**src/rtl/core/assoc_writeback_lru_cache_core_defines.svh**
```systemverilog
// assertion macros for the cache core
`ifndef ASSOC_WRITEBACK_LRU_CACHE_CORE_DEFINES_SVH
`define ASSOC_WRITEBACK_LRU_CACHE_CORE_DEFINES_SVH
`ifndef SYNTHESIS
`define AWC_ASSERT(label, clk, rst_n, prop, msg) \
  label: assert property (@(posedge clk) disable iff (!rst_n) (prop)) else $error(msg);
`define AWC_ASSERT_NEXT(label, clk, rst_n, pre, post, msg) \
  label: assert property (@(posedge clk) disable iff (!rst_n) (pre) |=> (post)) else $error(msg);
`else
`define AWC_ASSERT(label, clk, rst_n, prop, msg)
`define AWC_ASSERT_NEXT(label, clk, rst_n, pre, post, msg)
`endif
`endif

```
**src/rtl/core/awc_pkg.sv**
```systemverilog
// shared types and constants of the cache core
package awc_pkg;
  localparam int unsigned NumLines     = 5;
  localparam int unsigned WordsPerLine = 10;
  localparam int unsigned MemWords     = 128;
  localparam int unsigned WordW        = 15;
  localparam int unsigned AddrW        = 8;
  localparam int unsigned MemAw        = $clog2(MemWords);
  localparam int unsigned TagW         = 4;
  localparam int unsigned OffW         = $clog2(WordsPerLine);
  localparam int unsigned LineW        = $clog2(NumLines);
  localparam int unsigned RankW        = 3;
  localparam int unsigned CntW         = $clog2(WordsPerLine + 1);
  localparam int unsigned LwAw         = $clog2(NumLines * WordsPerLine);
  localparam int unsigned DelayW       = 4;

  // line number by reciprocal multiply: (a * 205) >> 11 equals a / 10 for a below 128
  localparam int unsigned TagRecip = 205;
  localparam int unsigned TagShift = 11;
  localparam int unsigned ProdW    = MemAw + 8;

  localparam logic [1:0] OpRead   = 2'd0;
  localparam logic [1:0] OpWrite  = 2'd1;
  localparam logic [1:0] OpFlush  = 2'd2;
  localparam logic [1:0] OpUnused = 2'd3;

  localparam logic [DelayW-1:0] HitDelay  = 4'd2;
  localparam logic [DelayW-1:0] MissDelay = 4'd10;

  typedef struct packed {
    logic [1:0]       operation;
    logic [AddrW-1:0] address;
    logic [WordW-1:0] write_data;
  } req_t;

  typedef struct packed {
    logic [WordW-1:0]  read_data;
    logic              hit;
    logic              out_of_range;
    logic [DelayW-1:0] delay;
  } rsp_t;

  // request from the controller to the word mover
  typedef struct packed {
    logic             start;
    logic             to_mem;   // 1: line to backing memory, 0: fill
    logic [LineW-1:0] line;
    logic [TagW-1:0]  tag;
  } move_t;

  // words actually held by a line of this tag (last line is partial)
  function automatic logic [CntW-1:0] words_in_line(logic [TagW-1:0] tag);
    int unsigned base;
    base = int'(tag) * WordsPerLine;
    if (base >= MemWords) return '0;
    if (MemWords - base < WordsPerLine) return CntW'(MemWords - base);
    return CntW'(WordsPerLine);
  endfunction
endpackage

```
**src/rtl/core/awc_mover.sv**
```systemverilog
// word mover: backing memory and line-word store, copies a line either way
module awc_mover (
  input  logic                clk_i,
  input  logic                rst_ni,
  input  awc_pkg::move_t      mv_i,
  output logic                busy_o,
  // single-word access from the controller (only while idle)
  input  logic                acc_en_i,
  input  logic                acc_we_i,
  input  logic [awc_pkg::LwAw-1:0]  acc_addr_i,
  input  logic [awc_pkg::WordW-1:0] acc_wdata_i,
  output logic [awc_pkg::WordW-1:0] acc_rdata_o
);
  import awc_pkg::*;
  `include "assoc_writeback_lru_cache_core_defines.svh"

  logic [WordW-1:0] mem_q [MemWords];
  logic [WordW-1:0] lw_q  [NumLines*WordsPerLine];

  logic             busy_q, busy_d;
  logic             dir_q, dir_d;
  logic [LineW-1:0] line_q, line_d;
  logic [TagW-1:0]  tag_q, tag_d;
  logic [CntW-1:0]  rd_q, rd_d;     // words read so far
  logic [CntW-1:0]  n_q, n_d;
  logic             wv_q;           // read data of previous cycle valid
  logic [CntW-1:0]  widx_q;
  logic [WordW-1:0] mem_rd_q, lw_rd_q;
  logic             clr_q;
  logic [MemAw:0]   clr_cnt_q;

  logic [MemAw-1:0] mem_base, mem_raddr, mem_waddr;
  logic [LwAw-1:0]  lw_base, lw_raddr, lw_waddr;
  logic             rd_en;

  assign mem_base  = MemAw'(int'(tag_q) * WordsPerLine);
  assign lw_base   = LwAw'(int'(line_q) * WordsPerLine);
  assign mem_raddr = mem_base + MemAw'(rd_q);
  assign lw_raddr  = lw_base + LwAw'(rd_q);
  assign mem_waddr = mem_base + MemAw'(widx_q);
  assign lw_waddr  = lw_base + LwAw'(widx_q);
  assign rd_en     = busy_q && (rd_q < n_q);
  assign busy_o    = busy_q || clr_q;

  // sequencer: one word read per cycle, written in the cycle after its read
  always_comb begin
    busy_d = busy_q;
    dir_d  = dir_q;
    line_d = line_q;
    tag_d  = tag_q;
    rd_d   = rd_q;
    n_d    = n_q;
    if (!busy_q && mv_i.start) begin
      busy_d = 1'b1;
      dir_d  = mv_i.to_mem;
      line_d = mv_i.line;
      tag_d  = mv_i.tag;
      rd_d   = '0;
      n_d    = words_in_line(mv_i.tag);
    end else if (busy_q) begin
      if (rd_en) rd_d = rd_q + 1'b1;
      else if (!wv_q) busy_d = 1'b0;
    end
  end

  always_ff @(posedge clk_i or negedge rst_ni) begin
    if (!rst_ni) begin
      busy_q    <= 1'b0;
      dir_q     <= 1'b0;
      line_q    <= '0;
      tag_q     <= '0;
      rd_q      <= '0;
      n_q       <= '0;
      wv_q      <= 1'b0;
      widx_q    <= '0;
      clr_q     <= 1'b1;
      clr_cnt_q <= '0;
    end else begin
      busy_q <= busy_d;
      dir_q  <= dir_d;
      line_q <= line_d;
      tag_q  <= tag_d;
      rd_q   <= rd_d;
      n_q    <= n_d;
      wv_q   <= rd_en;
      widx_q <= rd_q;
      if (clr_q) begin
        clr_cnt_q <= clr_cnt_q + 1'b1;
        if (clr_cnt_q == (MemAw+1)'(MemWords - 1)) clr_q <= 1'b0;
      end
    end
  end

  // backing memory: clearing pass, else read/write ports
  always_ff @(posedge clk_i) begin
    if (clr_q) begin
      mem_q[clr_cnt_q[MemAw-1:0]] <= '0;
    end else if (wv_q && dir_q) begin
      mem_q[mem_waddr] <= lw_rd_q;
    end
    mem_rd_q <= mem_q[mem_raddr];
  end

  // line-word store
  logic [LwAw-1:0] lw_ra;
  assign lw_ra = busy_q ? lw_raddr : acc_addr_i;
  always_ff @(posedge clk_i) begin
    if (wv_q && !dir_q) begin
      lw_q[lw_waddr] <= mem_rd_q;
    end else if (acc_en_i && acc_we_i) begin
      lw_q[acc_addr_i] <= acc_wdata_i;
    end
    lw_rd_q <= lw_q[lw_ra];
  end
  assign acc_rdata_o = lw_rd_q;

  `AWC_ASSERT(a_no_start_busy, clk_i, rst_ni, !(mv_i.start && busy_o), "mover start while busy")
  `AWC_ASSERT(a_no_acc_busy, clk_i, rst_ni, !(acc_en_i && busy_o), "word access while busy")
  `AWC_ASSERT(a_rd_bound, clk_i, rst_ni, rd_q <= n_q, "mover read count overrun")
endmodule

```
**config.mk**
```make
export PLATFORM = sky130hd
export DESIGN_NAME = awc_mover
export DESIGN_NICKNAME = d
export VERILOG_FILES = /design/src/rtl/core/awc_pkg.sv /design/src/rtl/core/awc_mover.sv
export VERILOG_INCLUDE_DIRS = /design/src /design/src/rtl/core
export SDC_FILE = /design/constraint.sdc
export NUM_CORES = 2
export LEC_CHECK = 0
export BUFFER_PORTS_ARGS = -buffer_cell sky130_fd_sc_hd__buf_2
export CAP_MARGIN = 30
export CORE_ASPECT_RATIO = 1.5
export CORE_UTILIZATION = 55
export DETAILED_ROUTE_END_ITERATION = 16
export PLACE_DENSITY_LB_ADDON = 0.05
export SYNTH_ARGS = -nofsm -noshare
export SYNTH_HDL_FRONTEND = slang
export SYNTH_SLANG_ARGS = --single-unit
export TNS_END_PERCENT = 5
```
**constraint.sdc**
```tcl
create_clock -name clk_i -period 4.3 [get_ports clk_i]
set_input_delay 0.86 -clock clk_i [delete_from_list [all_inputs] [get_ports clk_i]]
set_output_delay 0.86 -clock clk_i [all_outputs]
set_load 0.02 [all_outputs]
```
==> run summary <==
Die Y: 543 um
Startpoint types: flip-flop
Crit path time final: 4.00 ns
Final WL: 299000 um
Switching share of total power: 39.6%
DRT Pass-1 Iters: 9
Status: finished, final reports clean
Register area share after synthesis: 76.0%
Final Slew Violations: 0
Syn_nets: 5791
Setup repair bufs after CTS: 0
Synth cell types: 79
Largest net degree at the start of global routing: 129
Area leader, netlist: edfxtp_1
Starting Density: 55.3%
Area contributors post-synth: edfxtp_1, mux4_2, nand2_1
Inserted Clock Buffers: 248
Worst setup EP type: flip-flop
Share of the synthesized area in the top cell type: 74.8%
Cell Count, Final, Fillers Out: 8976
RSZ-0062 raised after global routing: false
Tot Pwr: 0.0975 W
Hold_buf cts: 0
Number of flops mapped to enable cells by yosys: 2670
Fill cells: 13.8k
Final Net Count: 6234
Die area: 0.197 mm2
Critical-path top delay cell: or2_4
Core footprint: 0.194 mm2
Avg Inst Size Synth: 18.7 um2
Post-layout util: 62.7%
CTS root buffer: clkbuf_16
Crit Reg-Reg Startpoint: tag_q[0]
Leakage: 39.9 nW
I/O pin cnt: 50
Initial antenna violation count: 6
Setup skew after layout: 0.0598 ns
Slew of the pin with the lowest slew margin: 1.07 ns
Final setup violation count: 0
Final Hold Fails: 0
Post-route DRC: 0
Hold Crit Class: in2async
Max stage delay on crit path: 0.51 ns
Critical-path maximum fanout: 35
Share of layout cells above drive strength 1: 23.4%
Tcrit/Tclk final: 93.1%
Placed Instances: 8517
Peak VDD IR: 0.782 mV
Vias in the first global route: 56.3k
Slew HR: 28.8%
Routed Antenna Nets: 0
Cells along the critical path: ha_1 > ha_1 > a21oi_1 > a21boi_1 > or2_4 > buf_4 > nand2_1 > nand3_1 > nand4_1 > nor4_1
Multi-input gate area: 0.0243 mm2
H-tree levels: 4
Internal power: 0.0589 W
Sink Count: 2730
Total Routing Usage GR: 30.7%
CTS clock-pin slew for the worst setup and hold paths: 0.07 ns
Yosys warning total: 0
Crit path max-delay family: simple AND/OR/NAND/NOR gates
Post-route worst setup slack: 0.297 ns
Reg2Reg Setup Slack: 0.30 ns
DR WL/cell: 33.3 um
Most used cell, CP: ha_1
Cells after synthesis: 5725
Register area: 0.0815 mm2
CP bufs+invs: 1
Via density: 6.32
Clock tree buffer depth: 4
RePlAce Congestion: 1.00
Via count: 56.7k
F_max: 0.250 GHz
Post-synth top flop: edfxtp_1
Cell Area, Synth: 0.107 mm2
Number of max-cap violations: 0
CP required: 5.11 ns
Area grow syn2layout: 13.3%
Gr ovfl total: 0
Clk Latency, worst-skew pair: 0.91 ns
Async SR Flop Fraction: 1.10%
Combinational power share: 43.9%
DP HPWL: 194000 um
Clk pwr share: 22.1%
Fin Setup TNS: 0 ns
Yosys reg bits: 2730
Setup Crit Path Kind: reg2reg
Place WS: 0.326 ns
CTS tree: yes
Worst R2R Path Depth: 10
Worst r2r dst: mem_rd_q[8]
DIE WIDTH: 362 um
Pwr per Cell Area: 803 mW/mm2
Row count: 198
Port-buffer cells: 49
Register share of total power: 33.9%
Post-cts gate resize count: 0
CP arrival: 4.81 ns
Net Sw Power: 0.0387 W
First-pass GRT wire length: 423000 um
DR iter-0 viols: 6275
[logic make-up after synthesis]
family                     count (synthesis)  share of synthesized area [%]
adders and majority gates                 32                          0.415
buffers and inverters                    326                           1.56
DFF                                     2730                           76.0
xor gates and xnor gates                  29                          0.237
and+or+nand+nor                         1570                           6.29
muxes                                    653                           13.0
AOI/OAI and AO/OA                        385                           2.44
[Yosys cell counts (19+ instances only)]
cell         n
mux2i_1     54
buf_2       99
a21oi_1    108
nor3_1      40
a211oi_1    35
and2_1      24
buf_4       51
edfxtp_1  2670
mux4_2     590
buf_1       28
xnor2_1     19
nand4_1     73
ha_1        26
o21ai_0     42
o22ai_1     42
and3_1      22
clkbuf_1   111
nand3_1    280
dfrtp_1     29
nand2_1    788
dfxtp_1     30
nor2_1     288
[worst reg2reg max path, cell delays in order (launching register included)]
cell	delay, ns
dfrtp_1	0.44
ha_1	0.33
ha_1	0.49
a21oi_1	0.17
a21boi_1	0.37
or2_4	0.51
buf_4	0.52
nand2_1	0.17
nand3_1	0.13
nand4_1	0.44
nor4_1	0.40
[layer usage]
metal,global-route usage (%),vias to the layer above,part of all wire [%]
met5,0,-,0.0043
met4,17.4,2,6.6
met3,4.52,673,6.2
met2,51.5,2395,51
met1,38.5,29800,37
li1,-,23900,-
[placed cells by master, fill, tap and decap left out, types with 14 or more instances in the layout]
master,n
clkinv_1,62
clkbuf_1,50
edfxtp_1,2670
o221ai_1,18
o32ai_1,15
nor4_1,16
buf_12,72
nand2_1,776
xnor2_1,17
dfrtp_1,27
dfxtp_1,30
and2_4,15
buf_4,378
ha_1,25
o21ai_0,42
a22oi_1,18
o22ai_1,40
clkbuf_16,254
inv_1,18
buf_2,49
nand4_1,73
nor3_1,34
a211oi_1,35
a221oi_1,14
a21oi_1,107
clkinv_2,44
nor2_1,288
bufinv_16,20
mux4_2,590
mux2i_1,52
nand3_1,280
and3_1,22
[per-stage QoR]
stage	cell area [um2]	hold slack, ns
after floorplan	107000	0.379
after global placement	114000	0.457
after detailed placement	114000	0.469
after CTS	121000	0.0601
after global routing	121000	0.0891
final	122000	0.0548
[how the worst max path moves through the flow]
stage,from,cells past startpoint,end
final,tag_q[0],10,mem_rd_q[8]
after global routing,tag_q[0],10,mem_rd_q[12]
after CTS,tag_q[0],10,mem_rd_q[1]
after detailed placement,tag_q[0],11,mem_rd_q[7]
after global placement,tag_q[3],10,mem_q[28][14]
after floorplan,tag_q[1],9,mem_q[0][0]
[layout make-up]
| type | count | share of cell area (%) |
|---|---|---|
| Inverter | 19 | 0.0587 |
| Sequential cell | 2730 | 67.1 |
| Timing Repair Buffer | 500 | 3.75 |
| Clock buffer | 309 | 5.44 |
| Tap cell | 2600 | 2.68 |
| Antenna cell | 8 | 0.0165 |
| Clock inverter | 141 | 0.987 |
| Multi-Input combinational cell | 2669 | 20.0 |
[flip-flops by register name, summed over array words and instances (netlist names)]
signal and flops:
rd_q 4, clr_q 1, tag_q 4, mem_rd_q 15
acc_rdata_o 15, mem_q 1920, widx_q 4, lw_q 750
wv_q 1, line_q 3, dir_q 1, n_q 3
clr_cnt_q 8, busy_q 1
[power by group through the flow]
stage               clock network, W  registers [W]  logic [W]
detailed placement                 0         0.0336     0.0426
floorplan                          0         0.0335     0.0237
finish                        0.0216         0.0331     0.0428
CTS                           0.0219         0.0330     0.0428
global route                  0.0229         0.0331     0.0444
global placement                   0         0.0336     0.0425
No activity file was read; power rests on OpenSTA's default activity.
